File: config.mk
export PLATFORM = sky130hd
export DESIGN_NAME = clock_buffer_pool_replacement_core
export DESIGN_NICKNAME = d
export VERILOG_FILES = /design/src/rtl/clkbp_pkg.sv /design/src/rtl/clkbp_cell.sv /design/src/rtl/clkbp_ctrl.sv /design/src/rtl/clock_buffer_pool_replacement_core.sv
export SDC_FILE = /design/constraint.sdc
export NUM_CORES = 1
export LEC_CHECK = 0
export ABC_AREA = 1
export BUFFER_PORTS_ARGS = -buffer_cell sky130_fd_sc_hd__buf_4
export CAP_MARGIN = 30
export CELL_PAD_IN_SITES_DETAIL_PLACEMENT = 1
export CELL_PAD_IN_SITES_GLOBAL_PLACEMENT = 1
export CORE_MARGIN = 3
export CORE_UTILIZATION = 50
export DETAILED_ROUTE_END_ITERATION = 8
export GPL_TIMING_DRIVEN = 0
export HOLD_SLACK_MARGIN = 0.12
export PLACE_DENSITY_LB_ADDON = 0.1
export SYNTH_ARGS = -nofsm -noshare
export SYNTH_HDL_FRONTEND = slang
export SYNTH_SLANG_ARGS = --single-unit
File: constraint.sdc
create_clock -name i_clk -period 7.9 [get_ports i_clk]
set_input_delay 0.79 -clock i_clk [delete_from_list [all_inputs] [get_ports i_clk]]
set_output_delay 0.79 -clock i_clk [all_outputs]
set_load 0.005 [all_outputs]
File: src/rtl/clkbp_pkg.sv
// ---------------------------------------------------------------------------
// Clock buffer pool package
// Default sizes, port widths and the command word sent to the frame cells.
// ---------------------------------------------------------------------------
`timescale 1ns / 1ps

package clkbp_pkg;

    localparam int FRAMES_DEF    = 8;
    localparam int PAGE_BITS_DEF = 16;
    localparam int PIN_BITS_DEF  = 8;

    localparam int ID_W  = 16;
    localparam int IDX_W = 3;

    typedef struct packed {
        logic hit_upd;
        logic step;
    } t_cell_cmd;

endpackage

File: src/rtl/clkbp_cell.sv
// ---------------------------------------------------------------------------
// Clock buffer pool frame cell
// Holds one frame and its share of the clock hand token.
// ---------------------------------------------------------------------------
`timescale 1ns / 1ps

module clkbp_cell #(
    parameter int PAGE_BITS  = clkbp_pkg::PAGE_BITS_DEF,
    parameter int PIN_BITS   = clkbp_pkg::PIN_BITS_DEF,
    parameter bit RESET_HAND = 1'b0
) (
    input  logic                 i_clk,
    input  logic                 i_rst_n,
    input  clkbp_pkg::t_cell_cmd i_cmd,
    input  logic [PAGE_BITS-1:0] i_page,
    input  logic                 i_hand_left,
    output logic                 o_hand,
    output logic                 o_match,
    output logic                 o_pinned,
    output logic                 o_cand,
    output logic                 o_ev_valid,
    output logic [PAGE_BITS-1:0] o_ev_page
);

    logic [PAGE_BITS-1:0] r_page, n_page;
    logic                 r_valid, n_valid;
    logic                 r_ref, n_ref;
    logic [PIN_BITS-1:0]  r_pins, n_pins;
    logic                 r_hand, n_hand;

    assign o_hand     = r_hand;
    assign o_match    = r_valid && (r_page == i_page);
    assign o_pinned   = (r_pins != '0);
    assign o_cand     = i_hand_left && !o_pinned && !r_ref;
    assign o_ev_valid = o_cand && r_valid;
    assign o_ev_page  = o_ev_valid ? r_page : '0;

    always_comb begin
        n_page  = r_page;
        n_valid = r_valid;
        n_ref   = r_ref;
        n_pins  = r_pins;
        n_hand  = r_hand;
        if (i_cmd.hit_upd && o_match) begin
            if (r_pins != {PIN_BITS{1'b1}}) begin
                n_pins = r_pins + PIN_BITS'(1);
            end
            n_ref = 1'b1;
        end
        if (i_cmd.step) begin
            n_hand = i_hand_left;
            if (o_cand) begin
                n_page  = i_page;
                n_valid = 1'b1;
                n_ref   = 1'b1;
                n_pins  = PIN_BITS'(1);
            end else if (i_hand_left) begin
                n_ref = 1'b0;
            end
        end
    end

    always_ff @(posedge i_clk) begin
        if (!i_rst_n) begin
            r_valid <= 1'b0;
            r_ref   <= 1'b0;
            r_pins  <= '0;
            r_hand  <= RESET_HAND;
        end else begin
            r_valid <= n_valid;
            r_ref   <= n_ref;
            r_pins  <= n_pins;
            r_hand  <= n_hand;
        end
    end

    always_ff @(posedge i_clk) begin
        r_page <= n_page;
    end

endmodule

File: src/rtl/clkbp_ctrl.sv
// ---------------------------------------------------------------------------
// Clock buffer pool controller
// Sequences lookup and sweep, and holds the result item register.
// ---------------------------------------------------------------------------
`timescale 1ns / 1ps

module clkbp_ctrl #(
    parameter int FRAMES    = clkbp_pkg::FRAMES_DEF,
    parameter int PAGE_BITS = clkbp_pkg::PAGE_BITS_DEF,
    localparam int HAND_W   = $clog2(FRAMES)
) (
    input  logic                                i_clk,
    input  logic                                i_rst_n,
    input  logic                                i_valid,
    output logic                                o_ready,
    input  logic [PAGE_BITS-1:0]                i_page,
    output logic                                o_valid,
    input  logic                                i_ready,
    output logic [HAND_W-1:0]                   o_idx,
    output logic                                o_hit,
    output logic                                o_full,
    output logic                                o_ev_valid,
    output logic [PAGE_BITS-1:0]                o_ev_page,
    output clkbp_pkg::t_cell_cmd                o_cmd,
    output logic [PAGE_BITS-1:0]                o_page,
    input  logic [FRAMES-1:0]                   i_match,
    input  logic [FRAMES-1:0]                   i_pinned,
    input  logic [FRAMES-1:0]                   i_cand,
    input  logic [FRAMES-1:0]                   i_ev_valid,
    input  logic [FRAMES-1:0][PAGE_BITS-1:0]    i_ev_page
);

    localparam logic [1:0] S_IDLE  = 2'd0;
    localparam logic [1:0] S_LOOK  = 2'd1;
    localparam logic [1:0] S_SWEEP = 2'd2;

    logic [1:0]           r_state, n_state;
    logic [PAGE_BITS-1:0] r_page, n_page;
    logic                 r_o_valid, n_o_valid;
    logic [HAND_W-1:0]    r_idx, n_idx;
    logic                 r_hit, n_hit;
    logic                 r_full, n_full;
    logic                 r_evv, n_evv;
    logic [PAGE_BITS-1:0] r_evp, n_evp;

    logic                 any_match;
    logic                 all_pinned;
    logic                 stop;
    logic                 can_out;
    logic [HAND_W-1:0]    match_idx;
    logic [HAND_W-1:0]    cand_idx;
    logic [PAGE_BITS-1:0] ev_page;

    assign any_match  = |i_match;
    assign all_pinned = &i_pinned;
    assign stop       = |i_cand;
    assign can_out    = !r_o_valid || i_ready;

    always_comb begin
        match_idx = '0;
        cand_idx  = '0;
        ev_page   = '0;
        for (int i = 0; i < FRAMES; i++) begin
            if (i_match[i]) begin
                match_idx = match_idx | HAND_W'(i);
            end
            if (i_cand[i]) begin
                cand_idx = cand_idx | HAND_W'(i);
            end
            ev_page = ev_page | i_ev_page[i];
        end
    end

    always_comb begin
        n_state   = r_state;
        n_page    = r_page;
        n_o_valid = r_o_valid;
        n_idx     = r_idx;
        n_hit     = r_hit;
        n_full    = r_full;
        n_evv     = r_evv;
        n_evp     = r_evp;
        o_cmd     = '0;
        if (r_o_valid && i_ready) begin
            n_o_valid = 1'b0;
        end
        case (r_state)
            S_IDLE: begin
                if (i_valid) begin
                    n_page  = i_page;
                    n_state = S_LOOK;
                end
            end
            S_LOOK: begin
                if (!any_match && !all_pinned) begin
                    n_state = S_SWEEP;
                end else if (can_out) begin
                    o_cmd.hit_upd = any_match;
                    n_o_valid     = 1'b1;
                    n_idx         = any_match ? match_idx : '0;
                    n_hit         = any_match;
                    n_full        = !any_match;
                    n_evv         = 1'b0;
                    n_evp         = '0;
                    n_state       = S_IDLE;
                end
            end
            S_SWEEP: begin
                if (can_out) begin
                    o_cmd.step = 1'b1;
                    if (stop) begin
                        n_o_valid = 1'b1;
                        n_idx     = cand_idx;
                        n_hit     = 1'b0;
                        n_full    = 1'b0;
                        n_evv     = |i_ev_valid;
                        n_evp     = ev_page;
                        n_state   = S_IDLE;
                    end
                end
            end
            default: begin
                n_state = S_IDLE;
            end
        endcase
    end

    always_ff @(posedge i_clk) begin
        if (!i_rst_n) begin
            r_state   <= S_IDLE;
            r_o_valid <= 1'b0;
        end else begin
            r_state   <= n_state;
            r_o_valid <= n_o_valid;
        end
    end

    always_ff @(posedge i_clk) begin
        r_page <= n_page;
        r_idx  <= n_idx;
        r_hit  <= n_hit;
        r_full <= n_full;
        r_evv  <= n_evv;
        r_evp  <= n_evp;
    end

    assign o_ready    = (r_state == S_IDLE);
    assign o_valid    = r_o_valid;
    assign o_idx      = r_idx;
    assign o_hit      = r_hit;
    assign o_full     = r_full;
    assign o_ev_valid = r_evv;
    assign o_ev_page  = r_evp;
    assign o_page     = r_page;

endmodule

File: src/rtl/clock_buffer_pool_replacement_core.sv
// ---------------------------------------------------------------------------
// Clock buffer pool replacement core
// Second-chance page replacement over a row of frame cells.
// ---------------------------------------------------------------------------
//   channel   direction   handshake           payload
//   request   in          i_valid / o_ready   i_page_id
//   result    out         o_valid / i_ready   o_frame_index, o_hit, o_full_res,
//                                             o_evicted_valid, o_evicted_page
//
// After acceptance, a hit or a full pool loads the result register from the lookup state.
// On a miss, the sweep state moves the clock hand token through the cell row,
// one frame per cycle while the result register is free.
// The controller is ready for the next request once the result register loads.
// Reset clears all frames at once; no clearing pass is needed.
// A stalled result holds the sweep until the result register frees up.
// ---------------------------------------------------------------------------
`timescale 1ns / 1ps

module clock_buffer_pool_replacement_core #(
    parameter int FRAMES    = clkbp_pkg::FRAMES_DEF,
    parameter int PAGE_BITS = clkbp_pkg::PAGE_BITS_DEF,
    parameter int PIN_BITS  = clkbp_pkg::PIN_BITS_DEF
) (
    input  logic                        i_clk,
    input  logic                        i_rst_n,
    input  logic                        i_valid,
    output logic                        o_ready,
    input  logic [clkbp_pkg::ID_W-1:0]  i_page_id,
    output logic                        o_valid,
    input  logic                        i_ready,
    output logic [clkbp_pkg::IDX_W-1:0] o_frame_index,
    output logic                        o_hit,
    output logic                        o_full_res,
    output logic                        o_evicted_valid,
    output logic [clkbp_pkg::ID_W-1:0]  o_evicted_page
);

    localparam int HAND_W = $clog2(FRAMES);
    localparam int ID_W   = clkbp_pkg::ID_W;
    localparam int IDX_W  = clkbp_pkg::IDX_W;

    clkbp_pkg::t_cell_cmd            w_cmd;
    logic [PAGE_BITS-1:0]            w_page_in;
    logic [PAGE_BITS-1:0]            w_page;
    logic [HAND_W-1:0]               w_idx;
    logic [PAGE_BITS-1:0]            w_ev_page_out;
    logic [FRAMES-1:0]               w_hand;
    logic [FRAMES-1:0]               w_match;
    logic [FRAMES-1:0]               w_pinned;
    logic [FRAMES-1:0]               w_cand;
    logic [FRAMES-1:0]               w_ev_valid;
    logic [FRAMES-1:0][PAGE_BITS-1:0] w_ev_page;

    if (PAGE_BITS <= ID_W) begin : g_page_narrow
        assign w_page_in = i_page_id[PAGE_BITS-1:0];
    end else begin : g_page_wide
        assign w_page_in = {{(PAGE_BITS-ID_W){1'b0}}, i_page_id};
    end

    if (PAGE_BITS >= ID_W) begin : g_ev_wide
        assign o_evicted_page = w_ev_page_out[ID_W-1:0];
    end else begin : g_ev_narrow
        assign o_evicted_page = {{(ID_W-PAGE_BITS){1'b0}}, w_ev_page_out};
    end

    if (HAND_W >= IDX_W) begin : g_idx_wide
        assign o_frame_index = w_idx[IDX_W-1:0];
    end else begin : g_idx_narrow
        assign o_frame_index = {{(IDX_W-HAND_W){1'b0}}, w_idx};
    end

    clkbp_ctrl #(
        .FRAMES    (FRAMES),
        .PAGE_BITS (PAGE_BITS)
    ) u_ctrl (
        .i_clk      (i_clk),
        .i_rst_n    (i_rst_n),
        .i_valid    (i_valid),
        .o_ready    (o_ready),
        .i_page     (w_page_in),
        .o_valid    (o_valid),
        .i_ready    (i_ready),
        .o_idx      (w_idx),
        .o_hit      (o_hit),
        .o_full     (o_full_res),
        .o_ev_valid (o_evicted_valid),
        .o_ev_page  (w_ev_page_out),
        .o_cmd      (w_cmd),
        .o_page     (w_page),
        .i_match    (w_match),
        .i_pinned   (w_pinned),
        .i_cand     (w_cand),
        .i_ev_valid (w_ev_valid),
        .i_ev_page  (w_ev_page)
    );

    for (genvar i = 0; i < FRAMES; i++) begin : g_cell
        clkbp_cell #(
            .PAGE_BITS  (PAGE_BITS),
            .PIN_BITS   (PIN_BITS),
            .RESET_HAND (i == FRAMES - 1)
        ) u_cell (
            .i_clk       (i_clk),
            .i_rst_n     (i_rst_n),
            .i_cmd       (w_cmd),
            .i_page      (w_page),
            .i_hand_left (w_hand[(i + FRAMES - 1) % FRAMES]),
            .o_hand      (w_hand[i]),
            .o_match     (w_match[i]),
            .o_pinned    (w_pinned[i]),
            .o_cand      (w_cand[i]),
            .o_ev_valid  (w_ev_valid[i]),
            .o_ev_page   (w_ev_page[i])
        );
    end

endmodule

==> metrics.md, run 1 <==
| Metric | Value |
|---|---|
| Run status | `finished clean` |
| Post-CTS Setup Repair Bufs | `0` |
| Nature of the critical path endpoint | `flip-flop` |
| Nets | `2265` |
| Starting Density | `0.509` |
| Final std cells w/o fill | `2641` |
| Total GRT Usage | `0.365` |
| Share of cells above drive strength 1 | `0.0715` |
| Commonest non-fill, non-tap cell in the layout | `nand2_1` |
| Total number of vias | `between 15000 and 20000` |
| Area leader, netlist | `edfxtp_1` |
| Post-route antenna net violation count | `0` |
| Final Skew | `between 0.015 and 0.02 ns` |
| Core area | `29800 um^2` |
| Yosys cell types | `between 40 and 50` |
| Cts repair resizes | `0` |
| Die H | `around 180 um` |
| Slowest CP cell | `edfxtp_1` |
| Final TNS setup | `0 ns` |
| Drt via density | `just under 6` |
| DRT Pass-1 Iters | `5` |
| Startpoint types | `flip-flop` |
| Leakage | `about 0.008 uW` |
| Synth top area share | `0.329` |
| VDD IR max | `169 uV` |
| Num CTS Buffers | `31` |
| Worst Path Required | `roughly 8 ns` |
| Final WL | `60.4 mm` |
| Antenna diodes | `0` |
| Avg Inst Size Synth | `~7 um^2` |
| Period utilisation layout | `0.470` |
| Worst Path Class, Setup | `flip-flop to flip-flop` |
| RSZ-0062 raised after global routing | `false` |
| # H-tree levels | `1` |
| CTS tree | `built` |
| Initial antenna violation count | `0` |
| Top cells by area, synth | `edfxtp_1, nand2_1, dfxtp_1` |
| Die area | `32500 um^2` |
| Tot Pwr | `between 3000 and 4000 uW` |
| Post-detailed-route wirelength per cell | `22.9 um` |
| Worst-path fanout max | `14` |
| Synthesized net count | `between 2000 and 2500` |
| Final setup fails | `0` |
| Asr flop ratio synth | `0` |
| PD cells | `approximately 210 nW/um^2` |
| DRC | `0` |
| Max-cap violations | `0` |
| Worst Max-Slew Pin Slew | `~0.98 ns` |
| Main synth FF type | `edfxtp_1` |
| Area delta synth->final | `13.3%` |
| Row Count | `63` |
| Fmax | `269 MHz` |
| CTS Buffer Depth | `3` |
| Total global routing overflow | `0` |
| Seq/Total Area, Yosys | `0.449` |
| Synth warnings | `0` |
| CTS sink cnt | `around 260` |
| Post-synthesis cell area | `about 15000 um^2` |
| Global-route wire length before repair | `approximately 90 mm` |
| Slew headroom | `0.348` |
| Crit path time final | `roughly 3.7 ns` |
| Finished layout cell area | `roughly 17000 um^2` |
| Crit-path most repeated cell | `nor2_1` |
| CP max stage delay | `0.65 ns` |
| Later-pin clock latency in the skew report | `around 0.57 ns` |
| CTS root buffer | `clkbuf_16` |
| CP Data Arrival Time | `3.98 ns` |
| HP Class | `input pin to flip-flop` |
| Port buffer count | `43` |
| CP cell instances | `buf_2, inv_2, nand2_1, inv_1, nor2_1, nand2_1, nor2_1, nand3_1, nand2_1, nor2_1, nand3_1, nor2_1, nor2_2, buf_16` |
| Post-DP HPWL | `about 47 mm` |
| Mapped Cells | `approximately 2100` |
| Commonest cells after routing, fill and taps aside | `nand2_1, nor2_1, inv_1` |
| Placer Congestion | `between 1 and 1.5` |
| Cts hold-fix bufs | `0` |
| I/O pin count | `44` |
| Reg clk slew, reported paths | `0.06 ns` |
| Slew Viols, Final | `0` |
| Flops & latches, synth | `approximately 260` |
| Pin count of the biggest net entering global routing | `18` |
| Placed Cells | `around 2600` |
| Final hold violations | `0` |
| Iteration-0 DRC Markers | `approximately 1600` |
| Width of the chip | `~180 um` |
| Post-synth EDFFs | `between 150 and 200` |
| Area after DPL | `roughly 16000 um^2` |
| Vias in the first global route | `16077` |
## kinds of logic (layout without fill, tap and decap cells)
family	Yosys count	in the layout	synth area share
AOI/OAI and AO/OA	184	184	0.0670
xor gates and xnor gates	39	39	0.0225
adders and majority gates	19	19	0.0157
buffers and inverters	335	442	0.0872
DFF	257	257	0.449
and+or+nand+nor	1310	1310	0.359
## power breakdown
part | internal [uW] | total, uW | switching, uW
clock network | 947 | 1560 | 613
registers | 1500 | 1550 | 51.6
logic | 151 | 514 | 363
total | 2600 | 3630 | 1030
## final timing paths
| path | end | cells after the start | startpoint | slack (ns) |
|---|---|---|---|---|
| worst max-delay path | u_ctrl.o_ev_page[0] | 14 | u_ctrl.o_page[0] | 4.19 |
| worst min register to register | g_cell[5].u_cell.o_hand | 2 | g_cell[5].u_cell.o_hand | 0.49 |
| worst max register to register | u_ctrl.o_ev_page[0] | 14 | u_ctrl.o_page[0] | 4.19 |
| worst min-delay path | u_ctrl.o_page[2] | 1 | i_page_id[2] | 0.39 |
## synth_stat cells (2+ instances only)
library cell	number
nand2_1	732
nor2_1	352
inv_1	280
edfxtp_1	166
dfxtp_1	91
nand3_1	85
a21oi_1	68
o22ai_1	55
nand4_1	47
o21ai_0	47
nor3_1	32
xor2_1	27
clkbuf_1	20
ha_1	19
nor4_1	19
inv_2	13
nand3b_1	12
xnor2_1	12
buf_2	8
buf_4	8
nand3_2	5
nor2_2	5
o21ai_1	5
nor3b_1	4
and2_1	3
buf_6	3
nand2_4	3
nand3_4	3
a221oi_1	2
clkinv_1	2
nand2_2	2
nand4_2	2
## state kept, by name, indices dropped and copies added (netlist names), 2 cells and up
signal / count
u_ctrl.o_ev_page: 16
u_ctrl.o_idx: 3
g_cell.u_cell.r_pins: 64
g_cell.u_cell.r_page: 128
u_ctrl.o_page: 16
g_cell.u_cell.r_ref: 8
u_ctrl.r_state: 2
g_cell.u_cell.r_valid: 8
g_cell.u_cell.o_hand: 8
## through the flow
step                hold slack, ns  setup WS, ns  utilization
global route                 0.381          4.03        0.577
finish                       0.394          4.19        0.577
detailed placement           0.474          4.30        0.540
floorplan                    0.454          5.08            -
CTS                          0.386          4.28        0.577
global placement             0.469          3.41        0.536
## area by class of cell
type | instances | area, um^2
Buffer | 39 | 209
Inverter | 296 | 1110
Fill cell | 3970 | 12600
Clock inverter | 22 | 293
Timing Repair Buffer | 49 | 418
Tap cell | 390 | 488
Sequential cell | 257 | 6810
Clock buffer | 36 | 795
Multi-Input combinational cell | 1552 | 7060
## critical path, delay by kind of cell, from the launching register on
kind / cells / cell delay, ns
DFF: 1 / 0.65
buffers and inverters: 4 / 0.87
and+or+nand+nor: 10 / 1.88
## layer usage
layer	wire length, um	part of all wire	up-vias	global-route usage
met3	5630	0.093	132	0.0676
li1	-	-	7046	-
met2	28000	0.46	712	0.607
met5	0	0	-	0
met1	24700	0.41	7583	0.487
met4	2100	0.035	0	0.115
No activity file was read; power rests on OpenSTA's default activity.
==> run 2, diff against run 1 <==
CORE_UTILIZATION = 46   (was 50)
clock period = 3.5 ns   (was 7.9 ns; I/O delays follow)
==> run 2 against run 1 <==
Clock-buffer cell count grew 11. Sequential share of layout area shrank 0.65 points. Final area grew 1.7%. Core utilization shrank 3.2 points. Power grew 120%. Critical path type unchanged. Sequential cell count is the same. Largest power group is now sequential cells. Non-clock buffer count grew 28. Via count shrank 1.3%. Worst hold slack lost 0.15 ns. First-iteration DRC count shrank 13%. Clock power grew 120%.
==> metrics.md, run 2 (synthesized netlist as in run 1, its figures left out) <==
| Metric | Value |
|---|---|
| DRT Pass-1 Iters | `5 (unchanged)` |
| CP max stage delay | `0.62 ns (-0.03 ns)` |
| CP cell instances | `buf_4, inv_2, nand2_1, nand4_1, nor2_1, nand3_1, nand2_1, nor2_1, nand2_1, nand4_1, inv_1, nand2_1, nor2_1, nor2_1` |
| Num CTS Buffers | `31 (unchanged)` |
| RR Endpoint | `g_cell[1].u_cell.r_pins[1]` |
| Total number of vias | `15277 (-1.3%)` |
| Largest regs | `g_cell.u_cell.r_page (128), g_cell.u_cell.r_pins (64)` |
| Initial antenna violation count | `0 (unchanged)` |
| Drt via density | `5.63 (-3.9%)` |
| Area delta synth->final | `15.2%` |
| Crit path time final | `3.35 ns (-0.356 ns)` |
| Buf/Inv on CP | `3 (-1)` |
| Final setup fails | `0 (unchanged)` |
| Hold path endpoint | `u_ctrl.o_valid` |
| FILL cells | `4218 (+6.2%)` |
| Finished layout cell area | `17500 um^2 (+1.7%)` |
| CP Data Arrival Time | `3.84 ns (-0.14 ns)` |
| VDD IR max | `404 uV (+140%)` |
| I/O pin count | `44 (unchanged)` |
| CTS root buffer | `clkbuf_16` |
| CTS tree | `built` |
| Nets | `2293 (+1.2%)` |
| Fmax | `298 MHz (+11%)` |
| Core area | `32000 um^2 (+7.5%)` |
| Post-DP HPWL | `47.2 mm (-0.38%)` |
| Total global routing overflow | `0 (unchanged)` |
| Seq. cell area | `6810 um^2 (unchanged)` |
| Leakage | `0.00812 uW (+1.5%)` |
| Port buffer count | `43 (unchanged)` |
| Reg clk slew, reported paths | `0.06 ns (about the same)` |
| CTS Buffer Depth | `3 (unchanged)` |
| Worst Max-Slew Pin Slew | `0.882 ns (-0.0953 ns)` |
| Post-detailed-route wirelength per cell | `22.1 um (-3.2%)` |
| Slew Viols, Final | `0 (unchanged)` |
| Nature of the critical path endpoint | `flip-flop` |
| Post-route antenna net violation count | `0 (unchanged)` |
| HP Class | `input pin to flip-flop` |
| Global-route wire length before repair | `90.5 mm (-2.2%)` |
| Final hold violations | `0 (unchanged)` |
| FF-to-FF Start | `u_ctrl.o_page[2]` |
| Width of the chip | `188 um (+4.1%)` |
| Share of cells above drive strength 1 | `0.0755 (+0.00395)` |
| Run status | `finished clean` |
| Antenna diodes | `0 (unchanged)` |
| Biggest register | `g_cell.u_cell.r_page` |
| PD cells | `461 nW/um^2 (+120%)` |
| Hold Path Origin | `i_ready` |
| CTS sink cnt | `257 (unchanged)` |
| Worst Path Required | `3.99 ns (-4.18 ns)` |
| Worst-path fanout max | `9 (-5)` |
| Die H | `188 um (+4.1%)` |
| Slew headroom | `0.412 (+0.0643)` |
| Commonest cells after routing, fill and taps aside | `nand2_1, nor2_1, inv_1` |
| Hold Path Depth | `4 (+3)` |
| RSZ-0062 raised after global routing | `false` |
| Max reg flops | `128 (unchanged)` |
| Vias in the first global route | `15808 (-1.7%)` |
| Iteration-0 DRC Markers | `1415 (-13%)` |
| Final WL | `60.1 mm (-0.53%)` |
| Tot Pwr | `8050 uW (+120%)` |
| Final TNS setup | `0 ns (unchanged)` |
| Row Count | `65 (+3.2%)` |
| Final Skew | `0.0165 ns (+0.000860 ns)` |
| Worst Path Class, Setup | `flip-flop to flip-flop` |
| Total GRT Usage | `0.335 (-0.0306)` |
| Slowest CP cell | `edfxtp_1` |
| Critical path's top delay family | `simple AND/OR/NAND/NOR gates` |
| Die area | `35200 um^2 (+8.4%)` |
| Commonest non-fill, non-tap cell in the layout | `nand2_1` |
| Pin count of the biggest net entering global routing | `18 (unchanged)` |
| Area of the multi-input gates | `7060 um^2 (+0.11%)` |
| Placer Congestion | `0.980 (-2.9%)` |
| Worst Reg-to-Reg Cells | `14 (unchanged)` |
| Period utilisation layout | `0.958 (+0.489)` |
| # H-tree levels | `1 (unchanged)` |
| DRC | `0 (unchanged)` |
| Startpoint types | `flip-flop` |
| Max-cap violations | `0 (unchanged)` |
| Area after DPL | `16200 um^2 (+0.40%)` |
| Starting Density | `0.473 (-0.0357)` |
| Later-pin clock latency in the skew report | `0.60 ns (+0.03 ns)` |
| Flop2flop setup slack | `0.15 ns (-4.04 ns)` |
| Share of the core filled with cells | `0.545 (-0.0315)` |
run 2: changes by cell type in the layout (fill, tap and decap cells not counted), moves of 3 or more:
| cell | previous run | this run |
|---|---|---|
| clkbuf_16 | 31 | 34 |
| nor2_2 | 13 | 10 |
| buf_4 | 52 | 62 |
| dlygate4sd3_1 | 0 | 17 |
| clkbuf_8 | 0 | 6 |
| bufinv_16 | 7 | 1 |
run 2: worst register-to-register path, stage by stage (launching register included):
cell      delay [ns]
edfxtp_1        0.62
buf_4           0.30
inv_2           0.15
nand2_1         0.19
nand4_1         0.11
nor2_1          0.33
nand3_1         0.21
nand2_1         0.19
nor2_1          0.09
nand2_1         0.25
nand4_1         0.34
inv_1           0.20
nand2_1         0.11
nor2_1          0.13
nor2_1          0.06
run 2: final cells by class:
type                    instances  area share
plain buffers                  39      0.0120
inverters                     296      0.0638
flip-flops and latches        257       0.390
multi-input cells            1552       0.405
clock buffers                  47      0.0552
clock inverters                11     0.00559
well taps                     435      0.0312
repair buffers                 77      0.0381
run 2: metal layers:
layer	GRT usage	up-vias	wire [um]
met5	0	-	0
met4	0.132	0	2640
met3	0.0714	129	5570
met2	0.541	653	26800
met1	0.440	7400	25100
li1	-	7095	-
run 2: worst max path at each step:
stage / startpoint / endpoint / slack [ns] / cells after the start
after floorplan: u_ctrl.o_page[4] / u_ctrl.o_ev_page[0] / 0.73 / 10
after global placement: u_ctrl.o_page[0] / u_ctrl.o_ev_page[2] / -1.06 / 13
after detailed placement: u_ctrl.o_page[0] / u_ctrl.o_ev_page[1] / -0.03 / 14
after CTS: u_ctrl.o_page[3] / u_ctrl.o_ev_page[4] / 0.07 / 14
after global routing: u_ctrl.o_page[13] / g_cell[4].u_cell.r_pins[3] / 0.01 / 16
final: u_ctrl.o_page[2] / g_cell[1].u_cell.r_pins[1] / 0.15 / 14
run 2: timing repair:
| action | in CTS | in global routing |
|---|---|---|
| hold endpoints to repair | 19 | 0 |
| hold buffers | 17 | 0 |
| resized for setup | 0 | 2 |
| buffers inserted | 1 | 8 |
| endpoints found under the setup margin | 15 | 53 |
run 2: report_power, final:
group          internal [uW]  total (uW)  switching, uW
Combinational            357        1210            853
Sequential              3390        3480           93.9
Clock                   1980        3360           1380
Total                   5720        8050           2330
run 2: per-stage QoR:
stage / setup WS, ns / hold slack [ns] / instances
after floorplan: 0.732 / 0.449 / 2144
after global placement: -1.06 / 0.467 / 2622
after detailed placement: -0.0344 / 0.484 / 2630
after CTS: 0.0685 / 0.214 / 2706
after global routing: 0.0141 / 0.255 / 2714
final: 0.145 / 0.244 / 2714
